### config.mk
export PLATFORM = sky130hd
export DESIGN_NAME = quadratic_probe_hash_insert_core
export DESIGN_NICKNAME = d
export VERILOG_FILES = /design/src/rtl/qph_pkg.sv /design/src/rtl/qph_divider.sv /design/src/rtl/qph_table.sv /design/src/rtl/quadratic_probe_hash_insert_core.sv
export VERILOG_INCLUDE_DIRS = /design/src /design/src/rtl
export SDC_FILE = /design/constraint.sdc
export NUM_CORES = 1
export LEC_CHECK = 0
export ABC_AREA = 1
export BUFFER_PORTS_ARGS = -buffer_cell sky130_fd_sc_hd__buf_2
export CAP_MARGIN = 10
export CORE_MARGIN = 2
export CORE_UTILIZATION = 65
export CTS_BUF_LIST = sky130_fd_sc_hd__clkbuf_2
export DETAILED_ROUTE_END_ITERATION = 10
export PLACE_DENSITY_LB_ADDON = 0.25
export SYNTH_ARGS = -nofsm -noshare
export SYNTH_HDL_FRONTEND = slang
export SYNTH_SLANG_ARGS = --single-unit
### constraint.sdc
create_clock -name clk -period 11.35 [get_ports clk]
set_input_delay 2.27 -clock clk [delete_from_list [all_inputs] [get_ports clk]]
set_output_delay 2.27 -clock clk [all_outputs]
set_load 0.03 [all_outputs]
### src/rtl/quadratic_probe_hash_insert_core_macros.svh
// Assertion macros for the quadratic probe hash insert core.
// Used by the top level; expects clk and rst_n in the including scope.
`ifndef QUADRATIC_PROBE_HASH_INSERT_CORE_MACROS_SVH
`define QUADRATIC_PROBE_HASH_INSERT_CORE_MACROS_SVH

// Same-cycle implication, disabled during reset
`define QPH_ASSERT_NOW(label, ante, cons, msg) \
    label: assert property (@(posedge clk) disable iff (!rst_n) (ante) |-> (cons)) \
        else $error(msg);

// Next-cycle implication, disabled during reset
`define QPH_ASSERT_NEXT(label, ante, cons, msg) \
    label: assert property (@(posedge clk) disable iff (!rst_n) (ante) |=> (cons)) \
        else $error(msg);

`endif

### src/rtl/qph_pkg.sv
// Shared constants, types and state encoding for the hash insert core.
// No dependencies; imported by every module of the block.
`timescale 1ns / 1ps

package qph_pkg;

    // Table geometry (TABLE_SIZE must be a power of two)
    localparam int TABLE_SIZE     = 128;
    localparam int SLOT_W         = $clog2(TABLE_SIZE);
    localparam int MAX_PROBES     = 128;
    localparam int PROBE_W        = $clog2(MAX_PROBES + 1);
    localparam int MAX_KEY_DIGITS = 18;
    localparam int DCNT_W         = $clog2(MAX_KEY_DIGITS + 1);

    // Field widths
    localparam int DIGIT_W = 4;
    localparam int TAG_W   = 16;
    localparam int COLL_W  = 8;
    localparam int SUM_W   = 12;
    localparam int MOD_W   = 8;
    localparam int STEP_W  = $clog2(SUM_W + 1);

    localparam logic [SUM_W-1:0]  SUM_MAX        = '1;
    localparam logic [MOD_W-1:0]  HASH_MOD_RESET = 8'd127;

    // Configuration port
    localparam int APB_ADDR_W = 3;
    localparam int APB_DATA_W = 32;
    localparam logic REG_HASH_MODULUS = 1'b0;

    typedef enum logic [1:0] {
        ST_IDLE,
        ST_DIV,
        ST_PROBE
    } state_t;

    typedef struct packed {
        logic             start;
        logic [SUM_W-1:0] dividend;
        logic [MOD_W-1:0] divisor;
    } div_req_t;

    typedef struct packed {
        logic             done;
        logic [MOD_W-1:0] remainder;
    } div_rsp_t;

    typedef struct packed {
        logic              en;
        logic [SLOT_W-1:0] addr;
        logic [TAG_W-1:0]  tag;
        logic [COLL_W-1:0] coll;
    } tbl_wr_t;

endpackage

### src/rtl/qph_divider.sv
// Bit-serial restoring remainder unit: one dividend bit per cycle.
// Depends on qph_pkg.
`timescale 1ns / 1ps

module qph_divider
(
    input  logic              clk,
    input  logic              rst_n,
    input  qph_pkg::div_req_t req,
    output qph_pkg::div_rsp_t rsp
);
    import qph_pkg::*;

    logic              busy_reg, busy_next;
    logic              done_reg, done_next;
    logic [STEP_W-1:0] step_reg, step_next;
    logic [SUM_W-1:0]  dvd_reg, dvd_next;
    logic [MOD_W-1:0]  dvs_reg, dvs_next;
    logic [MOD_W-1:0]  rem_reg, rem_next;
    logic [MOD_W:0]    shifted;
    logic [MOD_W:0]    diff;

    // Shift in the next dividend bit and trial-subtract the divisor
    assign shifted = {rem_reg, dvd_reg[SUM_W-1]};
    assign diff    = shifted - {1'b0, dvs_reg};

    always_comb
    begin
        busy_next = busy_reg;
        done_next = 1'b0;
        step_next = step_reg;
        dvd_next  = dvd_reg;
        dvs_next  = dvs_reg;
        rem_next  = rem_reg;
        if (req.start)
        begin
            busy_next = 1'b1;
            step_next = '0;
            dvd_next  = req.dividend;
            dvs_next  = req.divisor;
            rem_next  = '0;
        end
        else if (busy_reg)
        begin
            rem_next  = diff[MOD_W] ? shifted[MOD_W-1:0] : diff[MOD_W-1:0];
            dvd_next  = {dvd_reg[SUM_W-2:0], 1'b0};
            step_next = step_reg + 1'b1;
            if (step_reg == STEP_W'(SUM_W - 1))
            begin
                busy_next = 1'b0;
                done_next = 1'b1;
            end
        end
    end

    // Hold control state under reset
    always_ff @(posedge clk or negedge rst_n)
    begin
        if (!rst_n)
        begin
            busy_reg <= 1'b0;
            done_reg <= 1'b0;
            step_reg <= '0;
        end
        else
        begin
            busy_reg <= busy_next;
            done_reg <= done_next;
            step_reg <= step_next;
        end
    end

    // Advance the datapath
    always_ff @(posedge clk)
    begin
        dvd_reg <= dvd_next;
        dvs_reg <= dvs_next;
        rem_reg <= rem_next;
    end

    assign rsp.done      = done_reg;
    assign rsp.remainder = rem_reg;

endmodule

### src/rtl/qph_table.sv
// Hash table storage: occupancy flags in flops, tag and count memories.
// Depends on qph_pkg.
`timescale 1ns / 1ps

module qph_table
(
    input  logic                      clk,
    input  logic                      rst_n,
    input  logic [qph_pkg::SLOT_W-1:0] rd_addr,
    output logic                      rd_occupied,
    input  qph_pkg::tbl_wr_t          wr
);
    import qph_pkg::*;

    logic [TABLE_SIZE-1:0] occ_reg;
    logic [TAG_W-1:0]      tag_mem  [TABLE_SIZE];
    logic [COLL_W-1:0]     coll_mem [TABLE_SIZE];

    // Probe the occupancy flag of the current slot
    assign rd_occupied = occ_reg[rd_addr];

    // Mark a slot taken; reset empties the table at once
    always_ff @(posedge clk or negedge rst_n)
    begin
        if (!rst_n)
        begin
            occ_reg <= '0;
        end
        else if (wr.en)
        begin
            occ_reg[wr.addr] <= 1'b1;
        end
    end

    // Store the record payload
    always_ff @(posedge clk)
    begin
        if (wr.en)
        begin
            tag_mem[wr.addr]  <= wr.tag;
            coll_mem[wr.addr] <= wr.coll;
        end
    end

endmodule

### src/rtl/quadratic_probe_hash_insert_core.sv
// Top level of the quadratic probe hash insert core: sequencer and APB register.
// Depends on qph_pkg, qph_divider, qph_table and the assertion macro header.
`timescale 1ns / 1ps
`include "quadratic_probe_hash_insert_core_macros.svh"

// A key arrives one digit per transaction (start while busy is low). A digit
// without last_digit is absorbed and busy stays low. A last digit starts an
// insert. With a nonzero hash_modulus the bit-serial remainder unit holds the
// sequencer for its 12 shift steps, and its remainder is then loaded as the
// home slot. With hash_modulus at 0 the divide is skipped. Then one table slot
// is probed per cycle, 1 to 128 probes. The result appears on slot, collisions
// and table_full for exactly one cycle with done high; the receiver must take
// it then. busy drops in that same cycle, so a new key may start.
// hash_modulus sits at byte address 0 of the APB port and resets to 127.

module quadratic_probe_hash_insert_core
(
    input  logic                           clk,
    input  logic                           rst_n,
    // APB configuration port
    input  logic                           psel,
    input  logic                           penable,
    input  logic                           pwrite,
    input  logic [qph_pkg::APB_ADDR_W-1:0] paddr,
    input  logic [qph_pkg::APB_DATA_W-1:0] pwdata,
    output logic [qph_pkg::APB_DATA_W-1:0] prdata,
    output logic                           pready,
    // Command side
    input  logic                           start,
    output logic                           busy,
    input  logic [qph_pkg::DIGIT_W-1:0]    key_digit,
    input  logic [qph_pkg::TAG_W-1:0]      record_tag,
    input  logic                           last_digit,
    // Result side
    output logic                           done,
    output logic [qph_pkg::SLOT_W-1:0]     slot,
    output logic [qph_pkg::COLL_W-1:0]     collisions,
    output logic                           table_full
);
    import qph_pkg::*;

    state_t              state_reg, state_next;
    logic [MOD_W-1:0]    mod_reg;
    logic [SUM_W-1:0]    sum_reg, sum_next;
    logic [DCNT_W-1:0]   cnt_reg, cnt_next;
    logic [SLOT_W-1:0]   home_reg, home_next;
    logic [PROBE_W-1:0]  k_reg, k_next;
    logic [SLOT_W-1:0]   sq_reg, sq_next;
    logic [TAG_W-1:0]    tag_reg, tag_next;
    logic                done_reg, done_next;
    logic [SLOT_W-1:0]   slot_reg, slot_next;
    logic [COLL_W-1:0]   coll_reg, coll_next;
    logic                full_reg, full_next;

    logic                accept;
    logic                cfg_wr;
    logic [SUM_W:0]      sum_add;
    logic [SUM_W-1:0]    sum_sat;
    logic [SUM_W-1:0]    sum_upd;
    logic [SLOT_W-1:0]   pos;
    logic                occ;
    logic                last_probe;
    logic                full_fields_ok;
    logic                coll_in_limit;
    div_req_t            div_req;
    div_rsp_t            div_rsp;
    tbl_wr_t             tbl_wr;

    assign busy   = (state_reg != ST_IDLE);
    assign accept = start && !busy;

    // APB register access
    assign pready = 1'b1;
    assign cfg_wr = psel && penable && pwrite && pready;
    assign prdata = (paddr[2] == REG_HASH_MODULUS) ? APB_DATA_W'(mod_reg) : '0;

    always_ff @(posedge clk or negedge rst_n)
    begin
        if (!rst_n)
        begin
            mod_reg <= HASH_MOD_RESET;
        end
        else if (cfg_wr && (paddr[2] == REG_HASH_MODULUS))
        begin
            mod_reg <= pwdata[MOD_W-1:0];
        end
    end

    // Saturating digit accumulation, capped at the key length limit
    assign sum_add = {1'b0, sum_reg} + (SUM_W + 1)'(key_digit);
    assign sum_sat = sum_add[SUM_W] ? SUM_MAX : sum_add[SUM_W-1:0];
    assign sum_upd = (cnt_reg < DCNT_W'(MAX_KEY_DIGITS)) ? sum_sat : sum_reg;

    // Alternating quadratic probe position: odd steps add, even steps subtract
    assign pos        = k_reg[0] ? (home_reg + sq_reg) : (home_reg - sq_reg);
    assign last_probe = (k_reg == PROBE_W'(MAX_PROBES - 1));

    // Remainder unit request
    assign div_req.start    = accept && last_digit && (mod_reg != '0);
    assign div_req.dividend = sum_upd;
    assign div_req.divisor  = mod_reg;

    qph_divider u_divider
    (
        .clk   (clk),
        .rst_n (rst_n),
        .req   (div_req),
        .rsp   (div_rsp)
    );

    // Table write on the first free slot
    assign tbl_wr.en   = (state_reg == ST_PROBE) && !occ;
    assign tbl_wr.addr = pos;
    assign tbl_wr.tag  = tag_reg;
    assign tbl_wr.coll = COLL_W'(k_reg);

    qph_table u_table
    (
        .clk         (clk),
        .rst_n       (rst_n),
        .rd_addr     (pos),
        .rd_occupied (occ),
        .wr          (tbl_wr)
    );

    // Next state
    always_comb
    begin
        state_next = state_reg;
        case (state_reg)
            ST_IDLE:
            begin
                if (accept && last_digit)
                begin
                    state_next = (mod_reg == '0) ? ST_PROBE : ST_DIV;
                end
            end
            ST_DIV:
            begin
                if (div_rsp.done)
                begin
                    state_next = ST_PROBE;
                end
            end
            ST_PROBE:
            begin
                if (!occ || last_probe)
                begin
                    state_next = ST_IDLE;
                end
            end
            default:
            begin
                state_next = ST_IDLE;
            end
        endcase
    end

    // Datapath and result outputs
    always_comb
    begin
        sum_next  = sum_reg;
        cnt_next  = cnt_reg;
        home_next = home_reg;
        k_next    = k_reg;
        sq_next   = sq_reg;
        tag_next  = tag_reg;
        done_next = 1'b0;
        slot_next = slot_reg;
        coll_next = coll_reg;
        full_next = full_reg;
        case (state_reg)
            ST_IDLE:
            begin
                if (accept)
                begin
                    if (last_digit)
                    begin
                        sum_next  = '0;
                        cnt_next  = '0;
                        tag_next  = record_tag;
                        home_next = sum_upd[SLOT_W-1:0];
                        k_next    = '0;
                        sq_next   = '0;
                    end
                    else
                    begin
                        sum_next = sum_upd;
                        if (cnt_reg < DCNT_W'(MAX_KEY_DIGITS))
                        begin
                            cnt_next = cnt_reg + 1'b1;
                        end
                    end
                end
            end
            ST_DIV:
            begin
                if (div_rsp.done)
                begin
                    home_next = div_rsp.remainder[SLOT_W-1:0];
                end
            end
            ST_PROBE:
            begin
                if (!occ)
                begin
                    done_next = 1'b1;
                    slot_next = pos;
                    coll_next = COLL_W'(k_reg);
                    full_next = 1'b0;
                end
                else if (last_probe)
                begin
                    done_next = 1'b1;
                    slot_next = '0;
                    coll_next = COLL_W'(MAX_PROBES);
                    full_next = 1'b1;
                end
                else
                begin
                    // Step k and keep k squared modulo the table size
                    k_next  = k_reg + 1'b1;
                    sq_next = sq_reg + {k_reg[SLOT_W-2:0], 1'b1};
                end
            end
            default:
            begin
                done_next = 1'b0;
            end
        endcase
    end

    // Control registers
    always_ff @(posedge clk or negedge rst_n)
    begin
        if (!rst_n)
        begin
            state_reg <= ST_IDLE;
            sum_reg   <= '0;
            cnt_reg   <= '0;
            done_reg  <= 1'b0;
        end
        else
        begin
            state_reg <= state_next;
            sum_reg   <= sum_next;
            cnt_reg   <= cnt_next;
            done_reg  <= done_next;
        end
    end

    // Payload registers
    always_ff @(posedge clk)
    begin
        home_reg <= home_next;
        k_reg    <= k_next;
        sq_reg   <= sq_next;
        tag_reg  <= tag_next;
        slot_reg <= slot_next;
        coll_reg <= coll_next;
        full_reg <= full_next;
    end

    assign done       = done_reg;
    assign slot       = slot_reg;
    assign collisions = coll_reg;
    assign table_full = full_reg;

    // Checks
    assign full_fields_ok = (slot == '0) && (collisions == COLL_W'(MAX_PROBES));
    assign coll_in_limit  = (collisions < COLL_W'(MAX_PROBES));

    `QPH_ASSERT_NEXT(a_insert_goes_busy, accept && last_digit, busy, "insert did not raise busy")
    `QPH_ASSERT_NOW(a_done_when_idle, done, !busy, "result strobe while still busy")
    `QPH_ASSERT_NOW(a_full_result, done && table_full, full_fields_ok, "full result fields wrong")
    `QPH_ASSERT_NOW(a_found_in_limit, done && !table_full, coll_in_limit, "collisions past limit")

endmodule

; Yosys cells after proc, flatten, opt, wreduce, memory -nomap -nowiden
; Index checks and enable logic that the tools add are counted.
; W data, S select, Z words.
[classes]
addsub = 8
n_mul = 0
n_div = 0
n_lt_le_gt_ge = 3
n_eq_ne = 12
n_shift = 0
n_mux = 49
bitwise = 2
reduce_logical = 25
[op_table]
columns = op, count
row1 = $or A128 B128 Y128, 1
row2 = $mux W7, 10
row3 = $mux W8, 8
row4 = $mux W12, 5
row5 = $pmux W7 S2, 2
row6 = $pmux W8 S2, 1
row7 = $add A7 B7 Y7, 2
row8 = $add A12 B4 Y13, 1
row9 = $mux W1, 12
row10 = $mux W5, 2
row11 = $ne A2 B2 Y1 const B, 5
row12 = $reduce_bool A2 Y1, 5
row13 = $sub A9 B8 Y9, 1
row14 = $add A8 B1 Y8 const B, 1
row15 = $eq A8 B7 Y1 const B, 1
row16 = $logic_and A1 B1 Y1, 8
row17 = $logic_not A8 Y1, 1
row18 = $lt A7 B8 Y1 const B, 1
row19 = $mux W2, 4
row20 = $mux W4, 2
row21 = $reduce_bool A8 Y1, 1
row22 = $bmux W1 S7, 1
row23 = $demux W1 S7, 1
row24 = $ge A7 B1 Y1 const B, 1
row25 = other kinds (17), 22
[totals]
ff_bits = 228
latchBits = 0
ramBits = 0
rom_bits = 0
output_inout_bits = 51
word_cells = 117
memories = 0

; Longest topological paths before layout
; Gate-level depths: netlist of the first run.
[depth]
depth_word = 8
ltp_mapped = 24

; Modules after synthesis
; Synthesis of the first run repeated with hierarchy kept, for this count alone.
[unflattened]
hier_cells = 1335
hier_area_um2 = 12147.9
[modules_own_cells]
columns = module, instances, cells_per_inst, area_each_um2, seq_area_each_um2
row1 = qph_table, 1, 608, 5701.7, 3203.1
row2 = quadratic_probe_hash_insert_core, 1, 497, 4600.7, 2331.0
row3 = qph_divider, 1, 230, 1845.5, 910.9

; Worst setup path before layout of the first run
; No wires, ideal clock.
[synth_path]
path_kind = input port to output port
start = in paddr[2] (netlist bit)
end = out prdata[0] (netlist bit)
arrival_time_ns = 2.872
path_slack_ns = 6.208
path_stages = 2
n_path_buf = 1
path_cell_list = clkbuf_1 nor2_1
[synth_between]
elab_chain_cells = 1
[synth_rtl]
columns = element, line_no
row1 = start: declaration, quadratic_probe_hash_insert_core.sv:24  ; input logic [qph_pkg::APB_ADDR_W-1:0] paddr,
row2 = $mux W8, quadratic_probe_hash_insert_core.sv:75  ; assign prdata = (paddr[2] == REG_HASH_MODULUS) ? APB_DATA_W'(mod_reg) : '0;
row3 = end: declaration, quadratic_probe_hash_insert_core.sv:26  ; output logic [qph_pkg::APB_DATA_W-1:0] prdata,
; Every way passes these cells.

; Final worst setup path of the first run
[layout_path]
start = reg sq_reg[0]
end = reg u_table.occ_reg[44]
[layout_between]
elab_chain_cells = 7
[layout_rtl]
columns = element, line_no
row1 = start: declaration, quadratic_probe_hash_insert_core.sv:48  ; logic [SLOT_W-1:0] sq_reg, sq_next;
row2 = start signal: assignment, quadratic_probe_hash_insert_core.sv:257  ; sq_reg <= sq_next;
row3 = $sub A7 B7 Y7 / $add A7 B7 Y7 (equally long branches), quadratic_probe_hash_insert_core.sv:95  ; assign pos = k_reg[0] ? (home_reg + sq_reg) : (home_reg - sq_reg);
row4 = $mux W7 (*), quadratic_probe_hash_insert_core.sv:95
row5 = $lt A7 B8 Y1 (implied by the code) / $ge A7 B1 Y1 (equally long branches), qph_table.sv:31  ; occ_reg[wr.addr] <= 1'b1;
row6 = $logic_and A1 B1 Y1 (implied by the code), qph_table.sv:31
row7 = $mux W1 (implied by the code), qph_table.sv:31
row8 = $demux W1 S7, --
row9 = $or A128 B128 Y128 (no line), --
row10 = end signal: assignment, qph_table.sv:27  ; occ_reg <= '0;
row11 = end signal: indexed assignment, qph_table.sv:31
row12 = end: declaration, qph_table.sv:15  ; logic [TABLE_SIZE-1:0] occ_reg;
; Every way passes the cells marked *; elsewhere a longest branch is shown, timed or not. The select of a mux whose other input is x is not followed.
; A chain may end at the register's enable or synchronous reset.

==> results.py, run 1 <==
metrics = {
    "clocking": {
        "clock-root-buffer": "clkbuf_2",
        "worstSkewPairLatency_ps": 850,
        "clk_pin_slew_ps": 100,
        "cts_buffers": 57,
        "clock_sinks": 228,
        "cts_setup_buffers": 0,
        "cts_tree": "done",
        "ctsResizeCount": 0,
        "ctsHoldBuffers": 0,
        "htreeDepth": 2,
        "clk_path_buf_depth": 3,
    },
    "sta": {
        "hold_viol": 0,
        "finalSetupViolCount": 0,
        "finalSetupTns_ps": 0,
        "rsz0062_at_grt": "false",
        "maxSlewViolCount": 0,
        "worstMarginPinSlew_ps": 1110,
        "worst_slack_ps": 5770,
        "max_freq_ghz": 0.179,
        "relSlewSlack": 0.260,
        "finalCritPeriodShare": 0.491,
        "fin_skew_ps": 60.2,
        "fin_crit_ps": 5580,
    },
    "worst_setup_path": {
        "critPathMostFrequentCell": "nand2_1",
        "startpoint_type": "register",
        "rr_worst_depth": 23,
        "crit_family": "buffers and inverters",
        "crit_cells": 23,
        "cpPeakStageDelay_ps": 760,
        "arrival_ps": 6320,
        "crit_buf_inv": 8,
        "crit_fanout": 84,
        "critPathSlowestCell": "buf_4",
        "cp_data_required_time_ps": 12090,
        "cp_cell_sequence": "inv_1 > ha_1 > inv_1 > o21ai_0 > inv_1 > fa_1 > buf_4 > clkinv_1 > buf_4 > nand2_1 > nand2_1 > nand2_1 > nand2_1 > nand2_1 > nand2_1 > nor2_1 > nor2_1 > nor2_1 > nand2_4 > clkinv_2 > buf_4 > nand3_1 > nand2_1",
        "critPathKind": "register to register",
        "crit_path_end_kind": "register",
    },
    "placed_design": {
        "routabilityCongestion": 0.895,
        "portBuffers": 45,
        "dpl.hpwl_um": 17200,
        "place_inst": 1926,
        "place_area_sq_mm": 0.0128,
        "dpl_worst_slack_ps": 5860,
    },
    "pwr": {
        "irDropWorstVdd_uv": 125,
        "leakage_nw": 6.84,
        "power_frac_comb": 0.453,
        "power_frac_seq": 0.380,
        "clkPwrFrac": 0.166,
        "switchingPower_w": 0.00159,
        "p_per_area_mw_per_mm2": 251,
        "p_int_w": 0.00175,
        "swShare": 0.476,
        "fin_total_pwr_w": 0.00334,
    },
    "route": {
        "drc": 0,
        "via_per_inst": 5.35,
        "wirelength_um": 28300,
        "antenna_left": 0,
        "drt-initial-drc-count": 1047,
        "drt-wirelength-per-cell_um": 13.9,
        "first_pass_iters": 5,
        "vias": 10885,
    },
    "min_path": {
        "hold_depth": 2,
        "min_path_type": "register to register",
    },
    "outcome": {
        "outcome": "finished, final reports clean",
    },
    "yosys": {
        "yosys_warnings": 0,
        "synth_cell_types": 33,
        "netlist_area_sq_mm": 0.0126,
        "syn_avg_cell_area_sq_um": 7.48,
        "synth-seq-cells": 228,
        "postSynthCellCount": 1684,
        "ys_seq_area_frac": 0.474,
    },
    "run": {
        "drv_cap": 0,
    },
    "global_route": {
        "antenna_found_initial": 1,
        "grt_pass1_wl_um": 47800,
        "grt_max_degree": 99,
        "grt_overflow": 0,
        "grt_usage": 0.288,
        "first_global_vias": 10279,
    },
    "floorplan": {
        "die_area_sq_mm": 0.0205,
        "start_util": 0.669,
        "ioPinCount": 113,
        "core_sq_mm": 0.0188,
        "die_w_um": 143,
        "dieHeight_um": 143,
        "rows": 50,
    },
    "cells_and_area": {
        "largest_reg_flops": 128,
        "instances_no_fill": 2033,
        "finalInstanceArea_sq_mm": 0.0133,
        "syn2layout_area_growth_pct": 5.49,
        "nets": 1820,
        "fill_cells": 1568,
        "drive_above_1_share": 0.0976,
    },
}
-- cells by family (layout without fill, tap and decap cells) --
| family | after synthesis | count (layout) | synth area share |
|---|---|---|---|
| xor gates and xnor gates | 20 | 20 | 0.0139 |
| DFF | 228 | 228 | 0.474 |
| other | 2 | 26 | 0.000597 |
| adders and majority gates | 33 | 33 | 0.0352 |
| buffers and inverters | 324 | 389 | 0.114 |
| AOI/OAI and AO/OA | 173 | 173 | 0.0722 |
| and+or+nand+nor | 904 | 904 | 0.290 |
-- area by class of cell --
cell class | instances | area [sq um] | share of cell area
flip-flops and latches | 228 | 5960 | 0.449
multi-input cells | 1155 | 5300 | 0.399
inverters | 229 | 861 | 0.0648
clock buffers | 99 | 495 | 0.0373
well taps | 260 | 325 | 0.0245
repair buffers | 54 | 299 | 0.0225
clock inverters | 7 | 27.5 | 0.00207
diodes | 1 | 2.50 | 0.000188
-- stage by stage --
stage | hold WS [ps] | util
2_1_floorplan | 418 | -
3_3_place_gp | 429 | 0.677
3_5_place_dp | 432 | 0.677
4_1_cts | 456 | 0.705
5_1_grt | 472 | 0.705
6_report | 452 | 0.705
-- power groups by stage --
stage                     Clock, W  Sequential [W]  Combinational, W
after floorplan                  0         0.00127           0.00115
after global placement           0         0.00127           0.00145
after detailed placement         0         0.00128           0.00149
after CTS                 0.000567         0.00127           0.00150
after global routing      0.000606         0.00130           0.00170
final                     0.000555         0.00127           0.00151
-- cell usage after synthesis --
| cell | instances | area [sq um] |
|---|---|---|
| edfxtp_1 | 58 | 1740 |
| xnor2_1 | 5 | 43.8 |
| ha_1 | 29 | 363 |
| nand2_1 | 503 | 1890 |
| nand3_1 | 164 | 821 |
| nor3_1 | 9 | 45.0 |
| dfstp_2 | 7 | 184 |
| buf_4 | 33 | 248 |
| conb_1 | 2 | 7.51 |
| dfrtp_1 | 155 | 3880 |
| dfxtp_1 | 8 | 160 |
| o31ai_1 | 1 | 7.51 |
| nor2_2 | 3 | 18.8 |
| o21ai_1 | 23 | 115 |
| inv_2 | 4 | 15.0 |
| nor4_1 | 1 | 6.26 |
| nand4_1 | 7 | 43.8 |
| buf_6 | 10 | 113 |
| o22ai_1 | 9 | 56.3 |
| o211ai_1 | 10 | 75.1 |
| o21ai_0 | 85 | 425 |
| clkinv_1 | 4 | 15.0 |
| fa_1 | 4 | 80.1 |
| a21oi_1 | 42 | 210 |
| nand2_4 | 1 | 11.3 |
| buf_2 | 15 | 75.1 |
| clkbuf_1 | 37 | 139 |
| xor2_1 | 15 | 131 |
| nor2_1 | 213 | 800 |
| inv_1 | 221 | 830 |
| nand3b_1 | 2 | 15.0 |
| nor3b_1 | 1 | 7.51 |
| a31oi_1 | 3 | 18.8 |
-- worst paths after layout --
kind	startpoint	to	slack, ps
min	u_table.occ_reg[94]	u_table.occ_reg[94]	450
max in group asynchronous	rst_n	mod_reg[7]	8370
min in group asynchronous	rst_n	u_table.occ_reg[80]	1490
max	sq_reg[0]	u_table.occ_reg[44]	5770
min reg2reg	u_table.occ_reg[94]	u_table.occ_reg[94]	450
max reg2reg	sq_reg[0]	u_table.occ_reg[44]	5770
-- routing by layer --
| metal | track usage | wire length (um) |
|---|---|---|
| met1 | 0.390 | 12200 |
| met2 | 0.472 | 13400 |
| met3 | 0.0426 | 2090 |
| met4 | 0.107 | 600 |
| met5 | 0 | 0 |
-- layout by cell type, fill, tap and decap left out --
cell / count
buf_2: 44
fa_1: 4
nand2_4: 1
diode_2: 1
buf_6: 1
inv_1: 221
clkinv_1: 9
xnor2_1: 4
clkinv_2: 2
dfrtp_1: 155
buf_4: 9
nor4_1: 1
nand3_1: 164
ha_4: 1
a21oi_1: 42
nand2_1: 503
dfxtp_1: 8
clkbuf_2: 99
o21ai_0: 85
inv_2: 4
xor2_1: 15
o22ai_1: 9
ha_1: 28
nand4_1: 7
dfstp_2: 7
nor2_2: 3
o31ai_1: 1
xnor2_2: 1
nor2_4: 1
nor2_1: 212
conb_1: 25
o211ai_1: 10
o21ai_1: 23
nor3b_1: 1
edfxtp_1: 58
nand3b_1: 2
nor3_1: 9
a31oi_1: 3
-- worst register-to-register path, stage by stage (launching register included) --
cell	delay [ps]
edfxtp_1	490
inv_1	120
ha_1	290
inv_1	30
o21ai_0	250
inv_1	100
fa_1	510
buf_4	430
clkinv_1	310
buf_4	330
nand2_1	130
nand2_1	70
nand2_1	60
nand2_1	80
nand2_1	60
nand2_1	100
nor2_1	110
nor2_1	50
nor2_1	190
nand2_4	180
clkinv_2	490
buf_4	780
nand3_1	240
nand2_1	110
(Power assumes the default switching activity.)
==> run 2: changes to the inputs <==
Settings changed: CORE_UTILIZATION 65 to 62.
Clock period 11.35 ns to 5.5 ns, I/O delays scaled along.
==> results.py, run 2 (same netlist as run 1, synthesis figures left out) <==
metrics = {
    "outcome": {
        "outcome": "finished, final reports clean",
    },
    "route": {
        "drc": 0,
        "via_per_inst": 5.28,
        "drt-initial-drc-count": 752,
        "vias": 10826,
        "drt-wirelength-per-cell_um": 14.3,
        "dr_wl_met3_um": 1790,
        "antenna_left": 0,
        "wirelength_um": 29300,
        "first_pass_iters": 5,
        "met2WireLength_um": 14500,
        "dr.max_layer_used": "met4",
        "wl_met1_um": 12400,
    },
    "cells_and_area": {
        "fill_cells": 1766,
        "nets": 1829,
        "largest_reg_flops": 128,
        "final_common_cell": "nand2_1",
        "instances_no_fill": 2052,
        "final_cell_mix": "nand2_1 (503), inv_1 (221), nor2_1 (212)",
        "drive_above_1_share": 0.0994,
        "syn2layout_area_growth_pct": 6.46,
    },
    "clocking": {
        "clock-root-buffer": "clkbuf_2",
        "clock_sinks": 228,
        "ctsResizeCount": 0,
        "ctsHoldBuffers": 0,
        "clk_path_buf_depth": 3,
        "clk_pin_slew_ps": 130,
        "cts_buffers": 59,
        "cts_tree": "done",
        "cts_setup_buffers": 0,
        "worstSkewPairLatency_ps": 920,
        "htreeDepth": 2,
    },
    "worst_setup_path": {
        "r2r-start": "sq_reg[0]",
        "crit_family": "buffers and inverters",
        "regToRegSetupSlack_ps": 860,
        "cp_data_required_time_ps": 6260,
        "crit_buf_inv": 7,
        "critPathKind": "register to register",
        "arrival_ps": 5400,
        "cpPeakStageDelay_ps": 530,
        "reg2reg_to": "u_table.occ_reg[64]",
        "crit_fanout": 33,
        "startpoint_type": "register",
        "critPathMostFrequentCell": "nand2_1",
        "cp_cell_sequence": "inv_1 > ha_1 > inv_1 > o21ai_0 > inv_1 > fa_1 > clkinv_1 > buf_12 > nand2_1 > nand2_1 > nand2_1 > nand2_1 > nand2_1 > nand2_1 > nor2_1 > nor2_1 > nor2_2 > nand2_4 > clkinv_2 > buf_4 > nand3_1 > nand2_1",
        "crit_path_end_kind": "register",
        "rr_worst_depth": 22,
        "critPathSlowestCell": "fa_1",
        "startpoint": "sq_reg[0]",
    },
    "sta": {
        "rsz0062_at_grt": "false",
        "finalCritPeriodShare": 0.844,
        "relSlewSlack": 0.251,
        "whs_ps": 247,
        "maxSlewViolCount": 0,
        "max_freq_ghz": 0.215,
        "worstMarginPinSlew_ps": 1120,
        "finalSetupTns_ps": 0,
        "fin_crit_ps": 4640,
        "finalSetupViolCount": 0,
        "fin_skew_ps": 110,
        "hold_viol": 0,
    },
    "global_route": {
        "antenna_found_initial": 1,
        "grt_pass1_wl_um": 49000,
        "grt_usage": 0.278,
        "first_global_vias": 10466,
        "grt_overflow": 0,
        "grt_max_degree": 104,
    },
    "floorplan": {
        "dieHeight_um": 146,
        "start_util": 0.626,
        "die_w_um": 146,
        "rows": 52,
        "core_sq_mm": 0.0201,
        "die_area_sq_mm": 0.0215,
        "ioPinCount": 113,
    },
    "placed_design": {
        "place_inst": 1943,
        "portBuffers": 45,
        "routabilityCongestion": 0.868,
        "dpl.hpwl_um": 18300,
    },
    "pwr": {
        "irDropWorstVdd_uv": 275,
        "p_per_area_mw_per_mm2": 522,
        "leakage_nw": 6.88,
        "fin_total_pwr_w": 0.00700,
    },
    "min_path": {
        "min_path_type": "input pin to async pin",
    },
    "run": {
        "drv_cap": 0,
    },
}
run 2: cell count changes in the layout (fill, tap and decap cells not counted):
cell	change
buf_12	+4
buf_4	+3
clkbuf_2	-4
clkinv_1	+5
clkinv_2	+1
clkinvlp_4	+1
inv_2	-1
run 2: worst reg2reg max path, stage by stage, from the launching register on:
cell and delay, ps:
edfxtp_1 490, inv_1 120, ha_1 290, inv_1 30
o21ai_0 230, inv_1 100, fa_1 530, clkinv_1 490
buf_12 380, nand2_1 80, nand2_1 50, nand2_1 50
nand2_1 70, nand2_1 80, nand2_1 70, nor2_1 120
nor2_1 60, nor2_2 160, nand2_4 180, clkinv_2 440
buf_4 330, nand3_1 90, nand2_1 110
run 2: power by group:
group	total, W	leakage, nW	internal (W)	switching [W]
Combinational	0.00322	3.65	0.000870	0.00235
Clock	0.00116	0.418	0.000453	0.000708
Sequential	0.00262	2.82	0.00235	0.000273
Total	0.00700	6.88	0.00367	0.00333
run 2: area by class of cell:
class	instances	area, sq um	share of cell area
Clock buffer	95	475	0.0355
Tap cell	270	338	0.0252
Inverter	229	861	0.0642
Sequential cell	228	5960	0.445
Timing Repair Buffer	61	402	0.0300
Antenna cell	1	2.50	0.000187
Clock inverter	13	55.1	0.00411
Multi-Input combinational cell	1155	5300	0.396
run 2: worst max-delay path by stage:
stage / slack (ps) / to / cells past startpoint
3_5_place_dp: 860 / k_reg[7] / 20
6_report: 860 / u_table.occ_reg[64] / 22
4_1_cts: 850 / u_table.occ_reg[64] / 22
3_3_place_gp: 910 / u_table.occ_reg[33] / 22
5_1_grt: 460 / u_table.occ_reg[64] / 22
2_1_floorplan: 1600 / collisions[0] / 19
run 2: metrics by stage:
stage | instance area [sq um] | utilization | setup slack (ps)
after CTS | 13400 | 0.666 | 850
after global placement | 12900 | 0.640 | 911
after global routing | 13400 | 0.667 | 459
after detailed placement | 12900 | 0.640 | 857
final | 13400 | 0.667 | 859
after floorplan | 12700 | - | 1600
run 2: routing by layer:
| metal | GRT usage | vias to the layer above |
|---|---|---|
| li1 | - | 5367 |
| met1 | 0.355 | 5053 |
| met2 | 0.481 | 338 |
| met3 | 0.0450 | 68 |
| met4 | 0.0981 | 0 |
| met5 | 0 | - |
